**config.mk**
```make
export PLATFORM = sky130hd
export DESIGN_NAME = apt_merge
export DESIGN_NICKNAME = d
export VERILOG_FILES = /design/src/rtl/affine_point_transform_unit_macros.svh /design/src/rtl/apt_pkg.sv /design/src/rtl/apt_merge.sv
export SDC_FILE = /design/constraint.sdc
export NUM_CORES = 1
export LEC_CHECK = 0
export BUFFER_PORTS_ARGS = -buffer_cell sky130_fd_sc_hd__buf_2
export CORE_MARGIN = 4
export CORE_UTILIZATION = 37
export CTS_CLUSTER_DIAMETER = 60
export DETAILED_ROUTE_END_ITERATION = 10
export PLACE_DENSITY = 0.72
export SYNTH_ARGS = -nofsm -noshare
export SYNTH_HDL_FRONTEND = slang
export SYNTH_SLANG_ARGS = --single-unit
```
**constraint.sdc**
```tcl
create_clock -name clk -period 0.8 [get_ports clk]
set_input_delay 0.2 -clock clk [delete_from_list [all_inputs] [get_ports clk]]
set_output_delay 0.2 -clock clk [all_outputs]
set_load 0.03 [all_outputs]
```
**src/rtl/affine_point_transform_unit_macros.svh**
```systemverilog
// Assertion macros shared by the affine point transform RTL.
`ifndef AFFINE_POINT_TRANSFORM_UNIT_MACROS_SVH
`define AFFINE_POINT_TRANSFORM_UNIT_MACROS_SVH
`ifndef ASSERT_OFF
// Clocked property check, disabled during reset.
`define APT_ASSERT(lbl, prop, msg) \
  lbl: assert property (@(posedge clk) disable iff (rst) (prop)) else $error(msg);
// Condition that must never hold.
`define APT_NEVER(lbl, expr, msg) `APT_ASSERT(lbl, !(expr), msg)
`else
`define APT_ASSERT(lbl, prop, msg)
`define APT_NEVER(lbl, expr, msg)
`endif
`endif

```
**src/rtl/apt_pkg.sv**
```systemverilog
// Types and constants of the affine point transform unit.
`default_nettype none
package apt_pkg;

  localparam int ROWS    = 3;
  localparam int COLS    = 4;
  localparam int DW      = 32;
  localparam int FRAC    = 16;
  localparam int PROD_W  = 2 * DW;
  localparam int ACC_W   = PROD_W + 2;
  localparam int SEL_W   = 2;
  localparam int SHIFT_W = ACC_W - FRAC;

  typedef enum logic [1:0] {
    FUNC_LOAD = 2'd0,
    FUNC_POS  = 2'd1,
    FUNC_DIR  = 2'd2
  } func_t;

  typedef logic signed [DW-1:0] entry_t;
  typedef entry_t [COLS-1:0]    row_t;
  typedef row_t   [ROWS-1:0]    matrix_t;

  // Stage advance strobes for the lanes and the merge stage.
  typedef struct packed {
    logic adv1;
    logic adv2;
    logic adv3;
  } pipe_ctl_t;

  typedef struct packed {
    entry_t value;
    logic   clip;
  } lane_res_t;

endpackage
`default_nettype wire

```
**src/rtl/apt_merge.sv**
```systemverilog
// Output register: gathers the lane results and merges the clip flags.
`default_nettype none
module apt_merge (
  input  wire logic                           clk,
  input  wire apt_pkg::pipe_ctl_t             ctl,
  input  wire apt_pkg::lane_res_t [2:0]       lanes,
  output apt_pkg::entry_t                     out_x,
  output apt_pkg::entry_t                     out_y,
  output apt_pkg::entry_t                     out_z,
  output logic                                saturated
);
  import apt_pkg::*;

  always_ff @(posedge clk) begin
    if (ctl.adv3) begin
      out_x     <= lanes[0].value;
      out_y     <= lanes[1].value;
      out_z     <= lanes[2].value;
      saturated <= lanes[0].clip | lanes[1].clip | lanes[2].clip;
    end
  end
endmodule
`default_nettype wire
```
==> impl_metrics.csv <==
group,metric,value,unit
timing,setup_viol,97,
clock_tree,clk_pin_slew,110,ps
grt,antenna_found_initial,0,
worst_setup_path,end_kind,"output pin",
synth,avgSynthCellArea,29.79,um^2
synth,synth_adder_area_share,0,%
cells_and_area,final_common_cell,"buf_2",
route,ant_nets,0,
power,seqPwrFrac,54.3,%
grt,grt_usage,17.39,%
placement,dp.cells,402,
synth,synth_warnings,0,
floorplanning,die_w,96.82,um
synth,synth-seq-cells,97,
route,firstDrtPassIters,6,
timing,fmaxAchievable,0.8332,GHz
grt,grt_pass1_vias,2033,
clock_tree,clock_path_buffers,2,
power,p_per_area,2112,mW/mm^2
floorplanning,core_area,0.007687,mm^2
clock_tree,cts_setup_buffers,0,
route,drt_wl_total,9785,um
timing,drv_slew,0,
grt,grt_max_degree,33,
timing,rsz0062_at_grt,"true",
synth,syn_area,0.002919,mm^2
synth,synth_top_family_by_area,"simple AND/OR/NAND/NOR gates",
worst_setup_path,worst-setup-path-type,"flop to output pin",
power,internal-power,8.300,mW
timing,worstMarginPinSlew,178.8,ps
synth,ys_types,2,
power,power.switching,3.207,mW
worst_setup_path,start_kind,"flop",
worst_setup_path,crit_slowest_cell,"edfxtp_1",
route,drt_iter0_markers,80,
placement,dp_hpwl,5535,um
cells_and_area,insertedDiodeCount,0,
timing,finalCritPeriodShare,150.0,%
placement,numPortBuffers,197,
power,power_frac_clock,25.7,%
status,run_status,"complete, but fails checks",
clock_tree,cts_sinks,97,
floorplanning,rows,32,
synth,yosys.area_share.simple,0.2143,%
power,pwr-share-comb,20.0,%
clock_tree,cts_tree,"built",
synth,synth_compound_area_share,0,%
synth,synth.area.mux_share,0,%
grt,grt_pass1_wl,11970,um
worst_setup_path,worstPathMaxFanout,1,
route,via_count,2100,
power,p_leak,2.278,nW
worst_setup_path,arrival,1000,ps
worst_setup_path,worst_ep_required_time,600,ps
cells_and_area,fin_nets,469,
cells_and_area,num-fill-cells,450,
power,p_total,11.51,mW
cells_and_area,area_growth,86.63,%
cells_and_area,drive_above_1_share,58.49,%
floorplanning,die-area,0.009374,mm^2
cells_and_area,stdcell_count,473,
floorplanning,ios,200,
placement,gp_congestion,0.7584,
power,ir_drop,1.141,mV
status,violations,"setup timing",
floorplanning,die-height,96.82,um
worst_setup_path,path_cells,"buf_6",
route,drc_errors,0,
synth,synthCells,98,
route,viasPerCell,4.440,
timing,post-route-min-period,1200,ps
synth,synth_top_area_share,99.79,%
grt,grt_overflow,0,
run,drv_cap,0,
worst_setup_path,crit_buf_inv,1,
synth,synth_xor_xnor_area_share,0,%
cells_and_area,final_cell_mix,"buf_2, edfxtp_1, buf_6, dlygate4sd3_1, clkbuf_8",
floorplanning,start_util,37.97,%
synth,ys_seq_area_share,99.79,%
clock_tree,htreeDepth,3,
route,avgRoutedWirePerCell,20.69,um
timing,hold_viol,0,
synth,synth_top_area_cell,"edfxtp_1",
clock_tree,numCtsBuffers,9,
worst_setup_path,crit_family,"flip-flops",
synth,ys_top_cells_by_area,"edfxtp_1, or3_1",
timing,setup_ws,-400.2,ps
power,switching_share,27.87,%
synth,syn_nets,201,
worst_setup_path,cp_slowest_stage_delay,460,ps
clock_tree,root_buffer,"clkbuf_8",
hold_path,holdCritPathClass,"input pin to flop",
timing,slew_headroom,88.08,%
-- area by class of cell --
class                   instances  area (um^2)  area share (%)
clock buffers                  10        127.6           2.343
clock inverters                 6        52.55          0.9646
multi-input cells               1        6.256          0.1148
flip-flops and latches         97         2913           53.47
well taps                     102        127.6           2.343
repair buffers                257         2221           40.77
-- path summary, 6_finish.rpt --
kind / from / cells past startpoint / to / slack (ps)
setup / recovery: out_x[12]$_DFFE_PP_ / 1 / out_x[12] / -400
hold / removal: lanes[65] / 1 / out_y[31]$_DFFE_PP_ / 10
-- power by group through the flow --
| stage | sequential [mW] | clock, mW | combinational (mW) |
|---|---|---|---|
| floorplan | 7.08 | 0 | 0.00121 |
| detailed placement | 6.24 | 0 | 1.61 |
| finish | 6.25 | 2.95 | 2.30 |
| global placement | 6.22 | 0 | 1.58 |
| global route | 6.29 | 3.28 | 2.37 |
| CTS | 6.22 | 2.95 | 2.12 |
-- logic make-up (layout without fill, tap and decap cells) --
kind of cell,after synthesis,in the layout
buffers and inverters,0,273
DFF,97,97
and+or+nand+nor,1,1
-- timing repair --
item	CTS	global route
hold endpoints to repair	17	38
cloned	0	0
resized for setup	194	0
setup endpoints to repair	97	97
hold buffers	17	38
-- through the flow --
step                      hold WS (ps)  instance area [um^2]  TNS [ps]  setup WS, ps  utilization, %
final                            13.59                  5448    -30610        -400.2           70.87
after global routing            -5.745                  5448    -34870        -441.4           70.87
after CTS                     0.006634                  5067    -30650        -350.2           65.92
after detailed placement         378.1                  4110     -8200        -105.6           53.47
after global placement           376.1                  4110     -7872        -108.9           53.47
after floorplan                  298.9                  2919    -6.709        -6.709               -
-- flip-flops by register name (all words and copies together), names as in the netlist --
signal	count
saturated	1
out_x	32
out_y	32
out_z	32
-- per-layer routing --
metal	up-vias	track usage (%)	wire (um)
li1	932	-	-
met1	1022	17.40	3153
met2	138	32.96	5732
met3	8	6.994	786
met4	0	4.644	112
met5	-	0	0
-- Yosys cell counts, drive strengths merged --
master / count
edfxtp: 97
or3: 1
(Power assumes the default switching activity.)
