==> config.mk <==
export PLATFORM = sky130hd
export DESIGN_NAME = apt_matrix
export DESIGN_NICKNAME = d
export VERILOG_FILES = /design/src/rtl/affine_point_transform_unit_macros.svh /design/src/rtl/apt_pkg.sv /design/src/rtl/apt_matrix.sv
export SDC_FILE = /design/constraint.sdc
export NUM_CORES = 1
export LEC_CHECK = 0
export ABC_AREA = 1
export BUFFER_PORTS_ARGS = -buffer_cell sky130_fd_sc_hd__buf_4
export CAP_MARGIN = 20
export CORE_AREA = 3 3 174 176
export DETAILED_ROUTE_END_ITERATION = 12
export DIE_AREA = 0 0 177 179
export MAX_ROUTING_LAYER = met4
export PLACE_DENSITY = 0.79
export SLEW_MARGIN = 20
export SYNTH_ARGS = -nofsm -noshare
export SYNTH_HDL_FRONTEND = slang
export SYNTH_SLANG_ARGS = --single-unit
==> constraint.sdc <==
create_clock -name clk -period 1.4 [get_ports clk]
set_input_delay 0.07 -clock clk [delete_from_list [all_inputs] [get_ports clk]]
set_output_delay 0.07 -clock clk [all_outputs]
set_load 0.05 [all_outputs]
==> src/rtl/affine_point_transform_unit_macros.svh <==
// Assertion macros shared by the affine point transform RTL.
`ifndef AFFINE_POINT_TRANSFORM_UNIT_MACROS_SVH
`define AFFINE_POINT_TRANSFORM_UNIT_MACROS_SVH
`ifndef ASSERT_OFF
// Clocked property check, disabled during reset.
`define APT_ASSERT(lbl, prop, msg) \
  lbl: assert property (@(posedge clk) disable iff (rst) (prop)) else $error(msg);
// Condition that must never hold.
`define APT_NEVER(lbl, expr, msg) `APT_ASSERT(lbl, !(expr), msg)
`else
`define APT_ASSERT(lbl, prop, msg)
`define APT_NEVER(lbl, expr, msg)
`endif
`endif

==> src/rtl/apt_pkg.sv <==
// Types and constants of the affine point transform unit.
`default_nettype none
package apt_pkg;

  localparam int ROWS    = 3;
  localparam int COLS    = 4;
  localparam int DW      = 32;
  localparam int FRAC    = 16;
  localparam int PROD_W  = 2 * DW;
  localparam int ACC_W   = PROD_W + 2;
  localparam int SEL_W   = 2;
  localparam int SHIFT_W = ACC_W - FRAC;

  typedef enum logic [1:0] {
    FUNC_LOAD = 2'd0,
    FUNC_POS  = 2'd1,
    FUNC_DIR  = 2'd2
  } func_t;

  typedef logic signed [DW-1:0] entry_t;
  typedef entry_t [COLS-1:0]    row_t;
  typedef row_t   [ROWS-1:0]    matrix_t;

  // Stage advance strobes for the lanes and the merge stage.
  typedef struct packed {
    logic adv1;
    logic adv2;
    logic adv3;
  } pipe_ctl_t;

  typedef struct packed {
    entry_t value;
    logic   clip;
  } lane_res_t;

endpackage
`default_nettype wire

==> src/rtl/apt_matrix.sv <==
// Matrix entry registers, 3 rows by 4 columns.
`default_nettype none
module apt_matrix (
  input  wire logic                     clk,
  input  wire logic                     rst,
  input  wire logic                     we,
  input  wire logic [apt_pkg::SEL_W-1:0] row_sel,
  input  wire logic [apt_pkg::SEL_W-1:0] col_sel,
  input  wire apt_pkg::entry_t          value,
  output apt_pkg::matrix_t              m
);
  import apt_pkg::*;

  logic row_ok;

  assign row_ok = row_sel < SEL_W'(ROWS);

  always_ff @(posedge clk) begin
    if (rst) begin
      m <= '0;
    end else if (we && row_ok) begin
      m[row_sel[1:0]][col_sel] <= value;
    end
  end
endmodule
`default_nettype wire

==> impl_metrics.toml, run 1 <==
[power_and_ir_drop]
p_leak_nw = 9.57
ir_drop_uv = 1110
power.density_mw_per_mm2 = 1220

[floorplanning]
core.rowCount = 62
die_w_um = 177
boundaryPins = 423
start_util = 0.519
dieArea_mm2 = 0.0317
core_region_area_mm2 = 0.0288
die_h_um = 179

[clocking]
root_buffer = "clkbuf_16"
tritoncts = "done"
clockBufferDepth = 3
clkTransAtPathRegs_ns = 0.06
htreeDepth = 2
cts_hold_buffers = 34
numCtsBuffers = 40
worstSkewPairLatency_ns = 0.51
post-cts-setup-buffer-count = 0
cts_resized = 0
cts_sinks = 384

[sta]
tns_ns = 0
relSlewSlack = 0.602
hold_ws_ns = 0.104
fmax_mhz = 803
fin_ws_ns = 0.154
rsz0062_at_grt = "false"
fin_crit_sh = 0.890
final_max_slew_viol_count = 0
worst_pin_slew_ns = 0.597
setup_viol = 0
finalHoldViolCount = 0
finClkSkew_ns = 0
final.min_clock_period_ns = 1.25

[layout]
syn_to_final_growth_pct = 34.6
fillCellCount = 2281
top_regs = "m: 384 flops"
largest-register = "m"
num_antenna_cells = 0
final_nets = 2605
finish.utilization = 0.698
drive_above_1_share = 0.217
largest_register_ffs = 384

[worst_setup_path]
cp_num_buf_inv = 3
r2r_cells = 4
crit_top_cell = "nand2_1"
endpoint_kind = "register"
critical_path.max_fanout = 64
cp_cell_sequence = "dlygate4sd3_1 -> buf_4 -> nand3_4 -> nor2_4 -> buf_12 -> nand2_1 -> nand2_1 -> nor2_1"
critical_path.top_delay_family = "buffers and inverters"
startpoint_type = "input pin"
r2r_end = "m[15]"
worstPathArrival_ns = 1.66
cp.required_ns = 1.81
crit_type = "in2reg"
crit_slowest_cell = "dlygate4sd3_1"
r2r_slack_ns = 0.70
r2r_start = "m[15]"
critPathMaxStageDelay_ns = 0.54

[routing]
antenna_left = 0
wl_per_cell_um = 15.9
drt_pass1_iterations = 5
drc_errors = 0
vias = 14700
via_per_inst = 4.93
drt_wl_total_um = 47300
drt_first_iter_violations = 996

[synth]
synth_area_mm2 = 0.0149
synth.top_cell.area_share = 0.515
ys_types = 16
ys_seq_elements = 384
synth_fp_nets = 2212
yosysTopAreaCell = "dfxtp_1"
yosys-top-cells-area = "dfxtp_1 (52%), nor2_1 (19%), nand2_1 (18%), nand4_1 (2.7%), buf_4 (2.3%)"
synth_seq_area_share = 0.515
avgSynthCellArea_um2 = 6.87
postSynthCellCount = 2173
ys_warn_count = 0

[global_routing]
grt_pass1_vias = 13400
antenna_found_initial = 0
grt_pass1_wl_um = 71400
grt_overflow_total = 0
grt_usage = 0.294
grt_max_degree = 65

[placement]
gp_congestion = 0.825
port_buffers = 422
dpl_worst_slack_ns = 0.130
dpl.hpwl_um = 31600

[worst_hold_path]
holdPathStages = 6
hp-class = "in2reg"
hold_path_end = "m[140]"
worstHoldStart = "row_sel[1]"

[run_status]
status = "finished, final reports clean"

[job]
drv_cap = 0
cell usage after synthesis:
| cell type | count |
|---|---|
| dfxtp_1 | 384 |
| buf_2 | 37 |
| nand4_1 | 64 |
| nand2_2 | 3 |
| buf_4 | 45 |
| buf_1 | 3 |
| nor2_8 | 2 |
| nand3_4 | 3 |
| nand3_2 | 1 |
| clkinv_1 | 1 |
| nand2_1 | 705 |
| nor2_1 | 772 |
| nor2_2 | 2 |
| nor2_4 | 7 |
| inv_1 | 68 |
| clkbuf_1 | 76 |
report_power, final:
| part | switching, mW | leakage [nW] | internal [mW] |
|---|---|---|---|
| clock network | 4.29 | 0.636 | 5.98 |
| logic | 2.01 | 5.83 | 0.868 |
| registers | 0.143 | 3.11 | 11.2 |
| total | 6.45 | 9.57 | 18.0 |
metal layers:
metal / vias up / routed length [um] / global-route usage
met2: 653 / 22900 / 0.495
met5: - / 0 / -
li1: 7273 / - / -
met1: 6608 / 17700 / 0.329
met4: 0 / 2520 / 0.145
met3: 160 / 4220 / 0.0673
logic make-up (layout without fill, tap and decap cells):
| kind of cell | count (synthesis) | count (layout) | synth area share |
|---|---|---|---|
| AND/OR/NAND/NOR | 1559 | 1559 | 0.413 |
| flip-flops | 384 | 384 | 0.515 |
| buffers and inverters | 230 | 653 | 0.0723 |
worst max path at each step:
stage	to	slack, ns	cells past startpoint	start
detailed placement	m[195]	0.13	8	row_sel[1]
floorplan	m[267]	0.32	6	we
CTS	m[189]	0.19	1	m[189]
global placement	m[301]	0.15	8	row_sel[0]
finish	m[251]	0.15	8	we
global route	m[236]	0.06	8	we
worst register-to-register path, cell delays in order, from the launching register on:
cell and delay [ns]:
dfxtp_1 0.33, inv_1 0.04, nand2_1 0.07, nand2_1 0.08, nor2_1 0.11
placed cells by master (no fill, tap or decap), drive strengths merged:
cell type,n
buf,478
clkbuf,61
clkinv,8
clkinvlp,1
dfxtp,384
dlygate4sd3,34
inv,71
nand2,708
nand3,4
nand4,64
nor2,783
layout make-up:
type / count / area [um2] / share of cell area
sequential: 384 / 7690 / 0.383
multi-input combinational: 1559 / 6170 / 0.307
timing repair buffer: 512 / 4200 / 0.209
clock buffer: 61 / 1210 / 0.0603
tap: 384 / 480 / 0.0239
inverter: 69 / 267 / 0.0133
clock inverter: 11 / 68.8 / 0.00343
through the flow:
stage / cell area [um2] / power, mW / cells
global placement: 18500 / 14.3 / 2874
detailed placement: 18500 / 14.3 / 2874
finish: 20100 / 24.5 / 2980
global route: 20100 / 25.3 / 2980
floorplan: 14900 / 13.4 / 2173
CTS: 20100 / 24.7 / 2980
(Power assumes the default switching activity.)
==> inputs of run 2 (changes only) <==
--- a/config.mk
+++ b/config.mk
@@ -6,13 +6,12 @@
 export NUM_CORES = 1
 export LEC_CHECK = 0
 export ABC_AREA = 1
-export BUFFER_PORTS_ARGS = -buffer_cell sky130_fd_sc_hd__buf_4
 export CAP_MARGIN = 20
-export CORE_AREA = 3 3 174 176
+export CORE_AREA = 3 3 177 179
 export DETAILED_ROUTE_END_ITERATION = 12
-export DIE_AREA = 0 0 177 179
+export DIE_AREA = 0 0 180 182
+export DONT_BUFFER_PORTS = 1
 export MAX_ROUTING_LAYER = met4
-export PLACE_DENSITY = 0.79
 export SLEW_MARGIN = 20
 export SYNTH_ARGS = -nofsm -noshare
 export SYNTH_HDL_FRONTEND = slang
==> run 2 against run 1 <==
  * The flow now finishes with violations (hold timing)
  * Sequential power is essentially flat
  * Die area grew 3.4%
  * Clock skew unchanged
  * Register-to-register slack got worse by 0.57 ns
  * Fmax decreased by 5.8%
  * Global-route usage decreased by 0.82 points
==> impl_metrics.toml, run 2 (synthesis gave the netlist of run 1 again) <==
[global_routing]
grt_overflow_total = 0
grt_pass1_wl_um = 72700
grt_usage = 0.285
grt_pass1_vias = 13300
grt_max_degree = 65
antenna_found_initial = 0

[worst_setup_path]
critical_path.max_fanout = 12
worstPathArrival_ns = 1.75
cp.required_ns = 1.83
endpoint_kind = "register"
crit_type = "in2reg"
startpoint_type = "input pin"

[clocking]
root_buffer = "clkbuf_16"
htreeDepth = 2
clkTransAtPathRegs_ns = 0.06
clockBufferDepth = 3
worstSkewPairLatency_ns = 0.53
tritoncts = "done"
numCtsBuffers = 41
cts_sinks = 384

[routing]
vias = 14400
antenna_left = 0
drc_errors = 0
drt_first_iter_violations = 1016
drt_pass1_iterations = 7
via_per_inst = 4.88
wl_per_cell_um = 16.4
drt_wl_total_um = 48400

[sta]
tns_ns = 0
fin_crit_sh = 0.945
final.min_clock_period_ns = 1.32
finalHoldViolCount = 4
final_max_slew_viol_count = 0
worst_pin_slew_ns = 0.644
finClkSkew_ns = 0
hold_ws_ns = -0.0444
fmax_mhz = 756
relSlewSlack = 0.570
rsz0062_at_grt = "false"
setup_viol = 0

[power_and_ir_drop]
ir_drop_uv = 1060
p_leak_nw = 9.45
power.density_mw_per_mm2 = 1280

[floorplanning]
die_h_um = 182
start_util = 0.502
die_w_um = 180
core_region_area_mm2 = 0.0297
core.rowCount = 63
dieArea_mm2 = 0.0328
boundaryPins = 423

[worst_hold_path]
hp-class = "in2reg"

[layout]
drive_above_1_share = 0.203
num_antenna_cells = 0
syn_to_final_growth_pct = 33.6
top_regs = "m: 384 flops"
final_common_cell = "nor2_1"
largest_register_ffs = 384
mostFrequentLayoutCells = "nor2_1 (769), nand2_1 (705), buf_4 (412)"
largest-register = "m"
final_nets = 2566

[run_status]
status = "complete, but fails checks"
failed_checks = "hold timing"

[placement]
dpl.hpwl_um = 31600
port_buffers = 0
gp_congestion = 0.821

[job]
drv_cap = 0
## run 2: cell types whose count changed in the layout (fill, tap and decap cells not counted)
cell            before  now
buf_4              456  412
buf_12              22   14
dlygate4sd3_1       34   41
bufinv_16            0    4
clkbuf_16           41   45
buf_6                0    2
clkbuf_1             9    7
nor2_2               4    2
nor2_4               8   10
clkinv_2             7    6
dlymetal6s4s_1       0    1
inv_6                2    1
inv_8                1    2
## run 2: report_power, final
| group | switching [mW] | internal [mW] |
|---|---|---|
| Clock | 4.46 | 6.96 |
| Sequential | 0.133 | 11.2 |
| Combinational | 1.99 | 0.788 |
## run 2: cell type report
type / instances / area [um2]
flip-flops and latches: 384 / 7690
repair buffers: 472 / 3870
clock buffers: 61 / 1250
inverters: 69 / 267
fillers: 2607 / 9790
clock inverters: 14 / 186
multi-input cells: 1559 / 6180
well taps: 390 / 488
## run 2: path summary, 6_finish.rpt
path         slack [ns]        from  cells past startpoint     end
max                0.08  row_sel[1]                      7  m[129]
min               -0.04  col_sel[1]                      5  m[131]
min reg2reg        0.48      m[315]                      2  m[315]
max reg2reg        0.13       m[19]                      5   m[19]
## run 2: routing by layer
metal  vias up  global-route usage  wire (um)
met4         0               0.119       2110
met2       523               0.473      23100
met5         -                   -          0
li1       7210                   -          -
met1      6532               0.323      18900
met3       125              0.0859       4340
## run 2: worst max-delay path, cell delays in order
cell           delay, ns
dlygate4sd3_1       0.59
nor2_4              0.15
buf_12              0.15
nand4_1             0.09
dlygate4sd3_1       0.60
nand2_1             0.06
nor2_1              0.04
## run 2: stage by stage
| step | utilization | power (mW) | area [um2] | setup WS (ns) | cells |
|---|---|---|---|---|---|
| floorplan | - | 13.4 | 14900 | 0.322 | 2173 |
| global placement | 0.605 | 14.1 | 18000 | 0.280 | 2827 |
| detailed placement | 0.605 | 14.1 | 18000 | 0.246 | 2827 |
| CTS | 0.668 | 25.6 | 19800 | 0.0137 | 2943 |
| global route | 0.671 | 26.3 | 19900 | 0.0133 | 2949 |
| finish | 0.671 | 25.5 | 19900 | 0.0766 | 2949 |
## run 2: timing repair
item,CTS,global route
gates resized for setup,0,6
hold buffers,41,3
buffers inserted,0,1
endpoints found under the hold margin,167,1
endpoints found under the setup margin,0,2
